## config.mk

```make
export PLATFORM = sky130hd
export DESIGN_NAME = spi_master_controller
export DESIGN_NICKNAME = d
export VERILOG_FILES = /design/src/smc_pkg.sv /design/src/spi_master_controller.sv /design/src/smc_front.sv /design/src/smc_queue.sv /design/src/smc_back.sv
export SDC_FILE = /design/constraint.sdc
export NUM_CORES = 1
export LEC_CHECK = 0
export BUFFER_PORTS_ARGS = -buffer_cell sky130_fd_sc_hd__buf_2
export CAP_MARGIN = 20
export CORE_AREA = 2 2 158 160
export DETAILED_ROUTE_END_ITERATION = 10
export DIE_AREA = 0 0 160 162
export PLACE_DENSITY = 0.53
export SLEW_MARGIN = 0
export SYNTH_ARGS = -nofsm -noshare
export SYNTH_HDL_FRONTEND = slang
export SYNTH_HIERARCHICAL = 1
export SYNTH_SLANG_ARGS = --single-unit
```

## constraint.sdc

```tcl
create_clock -name clk -period 3.5 [get_ports clk]
set_clock_uncertainty 0.15 [all_clocks]
set_input_delay 0.7 -clock clk [delete_from_list [all_inputs] [get_ports clk]]
set_output_delay 0.7 -clock clk [all_outputs]
set_load 0.01 [all_outputs]
```

## src/smc_pkg.sv

```systemverilog
`default_nettype none

package smc_pkg;

  localparam int IN_DATA_W  = 48;
  localparam int IN_USER_W  = 2;
  localparam int OUT_DATA_W = 40;

  localparam logic [1:0] OP_READ  = 2'd0;
  localparam logic [1:0] OP_WRITE = 2'd1;
  localparam logic [1:0] OP_TICK  = 2'd2;

  localparam logic [7:0] IDX_CR1     = 8'd0;
  localparam logic [7:0] IDX_CR2     = 8'd1;
  localparam logic [7:0] IDX_SR      = 8'd2;
  localparam logic [7:0] IDX_DR      = 8'd3;
  localparam logic [7:0] IDX_CRCPR   = 8'd4;
  localparam logic [7:0] IDX_RXCRCR  = 8'd5;
  localparam logic [7:0] IDX_TXCRCR  = 8'd6;
  localparam logic [7:0] IDX_I2SCFGR = 8'd7;
  localparam logic [7:0] IDX_I2SPR   = 8'd8;

  localparam int CR1_SPE = 6;
  localparam int CR1_SSI = 8;
  localparam int CR1_SSM = 9;
  localparam int CR1_DFF = 11;

  localparam logic [31:0] CRCPR_VALUE = 32'h0000_0007;
  localparam logic [31:0] I2SPR_VALUE = 32'h0000_0002;

  localparam logic [4:0] WORD_BITS_8  = 5'd8;
  localparam logic [4:0] WORD_BITS_16 = 5'd16;

  typedef enum logic [1:0] {
    KIND_READ,
    KIND_WRITE,
    KIND_TICK,
    KIND_NONE
  } kind_t;

  typedef enum logic [2:0] {
    SEL_CR1,
    SEL_CR2,
    SEL_SR,
    SEL_DR,
    SEL_CRCPR,
    SEL_I2SPR,
    SEL_NONE
  } sel_t;

  typedef struct packed {
    kind_t       kind;
    sel_t        sel;
    logic [15:0] wdata;
    logic        miso;
  } cmd_t;

  typedef struct packed {
    logic       busy;
    logic       txe;
    logic       pend;
    logic [4:0] bits_left;
  } status_t;

endpackage

`default_nettype wire

```

## src/spi_master_controller.sv

```systemverilog
// Channel  Dir  tuser           tdata (low bit up)
// s_*      in   operation[1:0]  reg_index[7:0] write_data[31:0] miso_bit, zero pad
// m_*      out  -               read_data[31:0] sck_level mosi_level cs_level, pad
//
// One transfer in and one out per clock when both sides flow.
// The decoded item is registered in the queue; then the execute stage updates
// registers, shifters and pins and loads the output register.
// The queue of QUEUE_DEPTH entries absorbs output stalls; s_tready drops when full.
// Synchronous reset clears all control state (queue entries and m_tdata are not reset); no clearing pass.
`default_nettype none

module spi_master_controller import smc_pkg::*; #(
  parameter int QUEUE_DEPTH = 2
) (
  input  wire logic                  clk,
  input  wire logic                  rst,
  input  wire logic                  s_tvalid,
  output logic                       s_tready,
  // operation
  input  wire logic [IN_USER_W-1:0]  s_tuser,
  // reg_index, write_data, miso_bit
  input  wire logic [IN_DATA_W-1:0]  s_tdata,
  output logic                       m_tvalid,
  input  wire logic                  m_tready,
  // read_data, sck_level, mosi_level, cs_level
  output logic [OUT_DATA_W-1:0]      m_tdata
);

  cmd_t    in_cmd;
  cmd_t    q_cmd;
  logic    q_valid;
  logic    q_ready;
  status_t status;

  smc_front u_front (
    .tuser (s_tuser),
    .tdata (s_tdata),
    .cmd   (in_cmd)
  );

  smc_queue #(
    .DEPTH (QUEUE_DEPTH)
  ) u_queue (
    .clk        (clk),
    .rst        (rst),
    .push_valid (s_tvalid),
    .push_ready (s_tready),
    .push_cmd   (in_cmd),
    .pop_valid  (q_valid),
    .pop_ready  (q_ready),
    .pop_cmd    (q_cmd)
  );

  smc_back u_back (
    .clk       (clk),
    .rst       (rst),
    .cmd_valid (q_valid),
    .cmd_ready (q_ready),
    .cmd       (q_cmd),
    .m_tvalid  (m_tvalid),
    .m_tready  (m_tready),
    .m_tdata   (m_tdata),
    .status    (status)
  );

`ifndef NO_ASSERTIONS
  a_busy_bits: assert property (@(posedge clk) disable iff (rst)
    status.busy == (status.bits_left != 5'd0))
    else $error("busy flag disagrees with bit count");

  a_txe_pend: assert property (@(posedge clk) disable iff (rst)
    status.txe == !status.pend)
    else $error("tx empty flag disagrees with pending buffer");

  a_pend_busy: assert property (@(posedge clk) disable iff (rst)
    status.pend |-> status.busy)
    else $error("pending word while idle");

  a_stall_hold: assert property (@(posedge clk) disable iff (rst)
    m_tvalid && !m_tready |=> m_tvalid && $stable(m_tdata) && $stable(status))
    else $error("state advanced during output stall");
`endif

endmodule

`default_nettype wire

```

## src/smc_front.sv

```systemverilog
`default_nettype none

module smc_front import smc_pkg::*; (
  input  wire logic [IN_USER_W-1:0] tuser,
  input  wire logic [IN_DATA_W-1:0] tdata,
  output cmd_t                      cmd
);

  logic [7:0] reg_index;

  assign reg_index = tdata[7:0];

  always_comb begin
    cmd.wdata = tdata[23:8];
    cmd.miso  = tdata[40];

    unique case (tuser)
      OP_READ:  cmd.kind = KIND_READ;
      OP_WRITE: cmd.kind = KIND_WRITE;
      OP_TICK:  cmd.kind = KIND_TICK;
      default:  cmd.kind = KIND_NONE;
    endcase

    // indices 5..7 and unknown ones read zero and ignore writes
    unique case (reg_index)
      IDX_CR1:   cmd.sel = SEL_CR1;
      IDX_CR2:   cmd.sel = SEL_CR2;
      IDX_SR:    cmd.sel = SEL_SR;
      IDX_DR:    cmd.sel = SEL_DR;
      IDX_CRCPR: cmd.sel = SEL_CRCPR;
      IDX_I2SPR: cmd.sel = SEL_I2SPR;
      default:   cmd.sel = SEL_NONE;
    endcase
  end

endmodule

`default_nettype wire

```

## src/smc_queue.sv

```systemverilog
`default_nettype none

module smc_queue import smc_pkg::*; #(
  parameter int DEPTH = 2
) (
  input  wire logic clk,
  input  wire logic rst,
  input  wire logic push_valid,
  output logic      push_ready,
  input  wire cmd_t push_cmd,
  output logic      pop_valid,
  input  wire logic pop_ready,
  output cmd_t      pop_cmd
);

  localparam int PTR_W = $clog2(DEPTH);
  localparam int CNT_W = $clog2(DEPTH + 1);
  localparam logic [PTR_W-1:0] LAST_PTR = PTR_W'(DEPTH - 1);
  localparam logic [CNT_W-1:0] FULL_CNT = CNT_W'(DEPTH);

  cmd_t             entries [DEPTH];
  logic [PTR_W-1:0] wr_ptr;
  logic [PTR_W-1:0] rd_ptr;
  logic [CNT_W-1:0] count;
  logic             do_push;
  logic             do_pop;

  assign push_ready = (count != FULL_CNT);
  assign pop_valid  = (count != '0);
  assign pop_cmd    = entries[rd_ptr];
  assign do_push    = push_valid && push_ready;
  assign do_pop     = pop_valid && pop_ready;

  always_ff @(posedge clk) begin
    if (do_push) begin
      entries[wr_ptr] <= push_cmd;
    end
  end

  always_ff @(posedge clk) begin
    if (rst) begin
      wr_ptr <= '0;
      rd_ptr <= '0;
      count  <= '0;
    end else begin
      if (do_push) begin
        wr_ptr <= (wr_ptr == LAST_PTR) ? '0 : wr_ptr + 1'b1;
      end
      if (do_pop) begin
        rd_ptr <= (rd_ptr == LAST_PTR) ? '0 : rd_ptr + 1'b1;
      end
      if (do_push && !do_pop) begin
        count <= count + 1'b1;
      end else if (do_pop && !do_push) begin
        count <= count - 1'b1;
      end
    end
  end

endmodule

`default_nettype wire

```

## src/smc_back.sv

```systemverilog
`default_nettype none

module smc_back import smc_pkg::*; (
  input  wire logic                  clk,
  input  wire logic                  rst,
  input  wire logic                  cmd_valid,
  output logic                       cmd_ready,
  input  wire cmd_t                  cmd,
  output logic                       m_tvalid,
  input  wire logic                  m_tready,
  output logic [OUT_DATA_W-1:0]      m_tdata,
  output status_t                    status
);

  logic [15:0] cr1, cr1_next;
  logic [7:0]  cr2, cr2_next;
  logic        rxne, rxne_next;
  logic        txe, txe_next;
  logic        busy, busy_next;
  logic [15:0] rx_word, rx_word_next;
  logic [15:0] shift_out, shift_out_next;
  logic [15:0] pend_word, pend_word_next;
  logic        pend, pend_next;
  logic [4:0]  bits_left, bits_left_next;
  logic [15:0] shift_in, shift_in_next;
  logic        sck, sck_next;
  logic        mosi, mosi_next;
  logic        cs, cs_next;
  logic [31:0] rd;
  logic [4:0]  word_bits;
  logic [3:0]  pos;
  logic [15:0] sampled;
  logic        do_exec;

  assign cmd_ready = !m_tvalid || m_tready;
  assign do_exec   = cmd_valid && cmd_ready;
  assign word_bits = cr1[CR1_DFF] ? WORD_BITS_16 : WORD_BITS_8;
  assign pos       = 4'(bits_left - 5'd1);

  always_comb begin
    sampled      = shift_in;
    sampled[pos] = shift_in[pos] | cmd.miso;
  end

  always_comb begin
    cr1_next       = cr1;
    cr2_next       = cr2;
    rxne_next      = rxne;
    txe_next       = txe;
    busy_next      = busy;
    rx_word_next   = rx_word;
    shift_out_next = shift_out;
    pend_word_next = pend_word;
    pend_next      = pend;
    bits_left_next = bits_left;
    shift_in_next  = shift_in;
    sck_next       = sck;
    mosi_next      = mosi;
    cs_next        = cs;
    rd             = '0;

    unique case (cmd.kind)
      KIND_READ: begin
        unique case (cmd.sel)
          SEL_CR1:   rd = {16'd0, cr1};
          SEL_CR2:   rd = {24'd0, cr2};
          SEL_SR:    rd = {24'd0, busy, 5'd0, txe, rxne};
          SEL_DR: begin
            rd        = {16'd0, rx_word};
            rxne_next = 1'b0;
          end
          SEL_CRCPR: rd = CRCPR_VALUE;
          SEL_I2SPR: rd = I2SPR_VALUE;
          default:   rd = '0;
        endcase
      end
      KIND_WRITE: begin
        unique case (cmd.sel)
          SEL_CR1: begin
            cr1_next = cmd.wdata;
            if (cr1[CR1_SPE] && !cmd.wdata[CR1_SPE]) begin
              shift_out_next = '0;
              shift_in_next  = '0;
              pend_word_next = '0;
              pend_next      = 1'b0;
              bits_left_next = '0;
              busy_next      = 1'b0;
              txe_next       = 1'b1;
            end else if (cmd.wdata[CR1_SPE] && cmd.wdata[CR1_SSM]) begin
              cs_next = cmd.wdata[CR1_SSI];
            end
          end
          SEL_CR2: cr2_next = cmd.wdata[7:0];
          SEL_DR: begin
            if (cr1[CR1_SPE] && txe) begin
              if (!busy) begin
                busy_next      = 1'b1;
                shift_out_next = cmd.wdata;
                bits_left_next = word_bits;
              end else begin
                txe_next       = 1'b0;
                pend_word_next = cmd.wdata;
                pend_next      = 1'b1;
              end
            end
          end
          default: ;
        endcase
      end
      KIND_TICK: begin
        if (busy && bits_left != '0) begin
          if (sck) begin
            shift_in_next  = sampled;
            bits_left_next = bits_left - 5'd1;
            if (bits_left == 5'd1) begin
              if (pend) begin
                pend_next      = 1'b0;
                shift_out_next = pend_word;
                bits_left_next = word_bits;
                txe_next       = 1'b1;
              end else begin
                busy_next = 1'b0;
              end
              rx_word_next  = sampled;
              shift_in_next = '0;
              rxne_next     = 1'b1;
            end
          end else begin
            mosi_next = shift_out[pos];
          end
          sck_next = !sck;
        end
      end
      default: ;
    endcase
  end

  always_ff @(posedge clk) begin
    if (rst) begin
      cr1       <= '0;
      cr2       <= '0;
      rxne      <= 1'b0;
      txe       <= 1'b1;
      busy      <= 1'b0;
      rx_word   <= '0;
      shift_out <= '0;
      pend_word <= '0;
      pend      <= 1'b0;
      bits_left <= '0;
      shift_in  <= '0;
      sck       <= 1'b0;
      mosi      <= 1'b1;
      cs        <= 1'b1;
      m_tvalid  <= 1'b0;
    end else begin
      if (do_exec) begin
        cr1       <= cr1_next;
        cr2       <= cr2_next;
        rxne      <= rxne_next;
        txe       <= txe_next;
        busy      <= busy_next;
        rx_word   <= rx_word_next;
        shift_out <= shift_out_next;
        pend_word <= pend_word_next;
        pend      <= pend_next;
        bits_left <= bits_left_next;
        shift_in  <= shift_in_next;
        sck       <= sck_next;
        mosi      <= mosi_next;
        cs        <= cs_next;
        m_tvalid  <= 1'b1;
      end else if (m_tready) begin
        m_tvalid <= 1'b0;
      end
    end
  end

  always_ff @(posedge clk) begin
    if (do_exec) begin
      m_tdata <= {5'd0, cs_next, mosi_next, sck_next, rd};
    end
  end

  assign status.busy      = busy;
  assign status.txe       = txe;
  assign status.pend      = pend;
  assign status.bits_left = bits_left;

endmodule

`default_nettype wire
```

==> results.toml <==
[cts]
clkLatencyLatePin_ns = 0.43
ctsResizeCount = 0
root_buffer = "clkbuf_16"
numCtsBuffers = 17
clkSinkCount = 169
cts_buffer_depth = 2
cts_hold_buf = 0
cts.htree.levels = 4
clk_pin_slew_worst_paths_ns = 0.07
cts_setup_buffers = 0
tritoncts = "yes"

[final_layout]
drive_above_1_share_pct = 21.60
multiInputGateArea_um2 = 3660
finish.instance_area_um2 = 9198
areaGrowthSynthToFinish_pct = 11.04
stdcell_count = 1126
regArea_um2 = 4014
final_nets = 847
fillers = 2435

[worst_setup_path]
r2r_slack_ns = 0.39
arrival_ns = 3.29
cp-end-kind = "register"
path_cells = "buf_4, mux2_2, nand2b_1, o211ai_1, a221oi_2, buf_4, a31oi_1, a211oi_1"
critical_path_class = "register to register"
cp.buffers_inverters = 2
slowest_stage = "dfxtp_1"
cp_num_cells = 8
crit_family = "compound AO/OA/AOI/OAI gates"
cp_data_required_time_ns = 3.68
reg2reg_to = "u_back/shift_out[0]"
worstSetupStartpointType = "register"
rr_worst_depth = 8
path_max_fanout = 16
critPathMostFrequentCell = "buf_4"
cp_slowest_stage_delay_ns = 0.51

[worst_hold_path]
holdPathEnd = "u_queue/entries[0][3]"
min_from = "s_tdata[10]"
hold_class = "input pin to register"
hold_path_depth = 1

[floorplanning]
rows = 57
die_area_um2 = 25920
initial_core_util_pct = 34.36
dieWidth_um = 160
core_area_um2 = 24110
die_h_um = 162
pin_count = 96

[power_and_ir_drop]
peakVddDrop_mv = 0.2911
p_leak_nw = 3.454
comb_power_share_pct = 24.9
intPower_mw = 3.900
pwr-share-clk_pct = 33.8
net-switching-power_mw = 1.822
switching_share_pct = 31.84
p_per_area_nw_per_um2 = 622.1
power_frac_seq_pct = 41.4

[detailed_routing]
finalWirelength_um = 19320
firstDrtPassIters = 5
post_drt_wl_per_cell_um = 17.16
drc = 0
avgViaCountPerCell = 5.116
ant_nets = 0
drt_iter0_drc = 486
dr_total_vias = 5761

[place]
place_hpwl_um = 13640
dpl_cell_area_um2 = 8593
dp.cells = 1093
place_ws_ns = 0.4243
port_buffers = 51
gp_congestion = 0.8134

[timing]
period_share_pct = 88.77
rsz0062_at_grt = "no"
whs_ns = 0.3088
max_freq_mhz = 321.9
setup_tns_ns = 0
setup_viol = 0
layout_setup_ws_ns = 0.3930
period_needed_ns = 3.107
slew_violations = 0
tightest_slew_ns = 0.8964
hold_viol_final = 0
relSlewSlack_pct = 40.17

[grt]
grt-ovfl-total = 0
grt_util_met3_pct = 3.013
grt_pass1_wl_um = 30860
grt_util_all_layers_pct = 15.32
met2_usage_pct = 23.85
antenna_found_initial = 0
grt_pass1_vias = 5477
top_usage_layer = "met2"
use_met1_pct = 21.93
grt_max_degree = 77

[synthesis]
netlist_area_um2 = 8283
synth_cells = 774
synth_warnings = 6
synth.avg_cell_area_um2 = 10.70

[run]
cap_violations = 0

[status]
status = "finished, final reports clean"
==> cell type report <==
type | count | area share [%]
diodes | 1 | 0.02721
clock buffers | 18 | 4.666
clock inverters | 14 | 1.877
inverters | 19 | 0.7754
multi-input cells | 505 | 39.79
flip-flops and latches | 169 | 43.64
well taps | 324 | 4.408
repair buffers | 76 | 4.816
==> power groups by stage <==
stage	clock network (mW)	logic (mW)	registers [mW]
2_1_floorplan	0	1.03	2.42
3_3_place_gp	0	1.42	2.41
3_5_place_dp	0	1.42	2.41
4_1_cts	1.98	1.43	2.37
5_1_grt	2.06	1.55	2.39
6_report	1.93	1.42	2.37
==> stage by stage <==
step                      power (mW)  utilization (%)
final                          5.722            38.16
after global routing           6.001            38.14
after CTS                      5.770            38.14
after detailed placement       3.830            35.65
after global placement         3.830            35.65
after floorplan                3.451                -
==> worst reg2reg max path, stage by stage (launching register included) <==
cell	delay, ns
dfxtp_1	0.51
buf_4	0.25
mux2_2	0.46
nand2b_1	0.24
o211ai_1	0.20
a221oi_2	0.50
buf_4	0.32
a31oi_1	0.11
a211oi_1	0.26
==> sequential cells by signal (all words and copies together) (netlist names), named ones only <==
| name | cells |
|---|---|
| u_back/bits_left | 5 |
| u_back/busy | 1 |
| u_back/cr1 | 16 |
| u_back/cr2 | 8 |
| u_back/cs | 1 |
| u_back/m_tdata | 19 |
| u_back/m_tvalid | 1 |
| u_back/mosi | 1 |
| u_back/pend | 1 |
| u_back/pend_word | 16 |
| u_back/rx_word | 16 |
| u_back/rxne | 1 |
| u_back/sck | 1 |
| u_back/shift_in | 16 |
| u_back/shift_out | 16 |
| u_back/txe | 1 |
| u_queue/count | 2 |
| u_queue/entries | 44 |
| u_queue/rd_ptr | 1 |
| u_queue/wr_ptr | 1 |
==> cells in the final DEF, fill, tap and decap left out, types with 4 or more instances in the layout <==
cell type	count
mux2i_1	56
buf_4	25
nor3_2	4
nand3_1	9
dfxtp_1	106
o21ai_0	21
a22oi_1	22
or3_1	10
nand2b_1	8
mux2_2	28
and3_1	5
ha_1	5
nor2_1	79
nor2b_1	5
inv_1	19
nor3_1	12
o21a_1	7
nand2_1	35
a211oi_1	25
o2bb2ai_1	4
a21oi_1	24
o22ai_2	6
o2bb2ai_2	4
clkbuf_16	17
mux4_2	10
buf_2	51
and2_1	17
a31oi_1	17
o211ai_1	7
edfxtp_1	63
conb_1	21
o32ai_1	6
==> worst max-delay path by stage <==
stage                              from             endpoint  slack (ns)
finish                         register  u_back/shift_out[0]        0.39
global route                   register  u_back/shift_out[9]        0.16
CTS                            register  u_back/shift_out[8]        0.38
detailed placement             register  u_back/shift_out[8]        0.42
global placement               register  u_back/shift_out[9]        0.44
floorplan           u_back/bits_left[0]   u_back/shift_in[2]        0.74
==> metal layers <==
metal  vias to the layer above  part of all wire [%]  wire length (µm)
met5                         -                     0                 0
met4                         0                  0.73               142
met3                         9                   4.5               865
met2                       141                    46              8856
met1                      2790                    49              9461
li1                       2821                     -                 -
(Power assumes the default switching activity.)
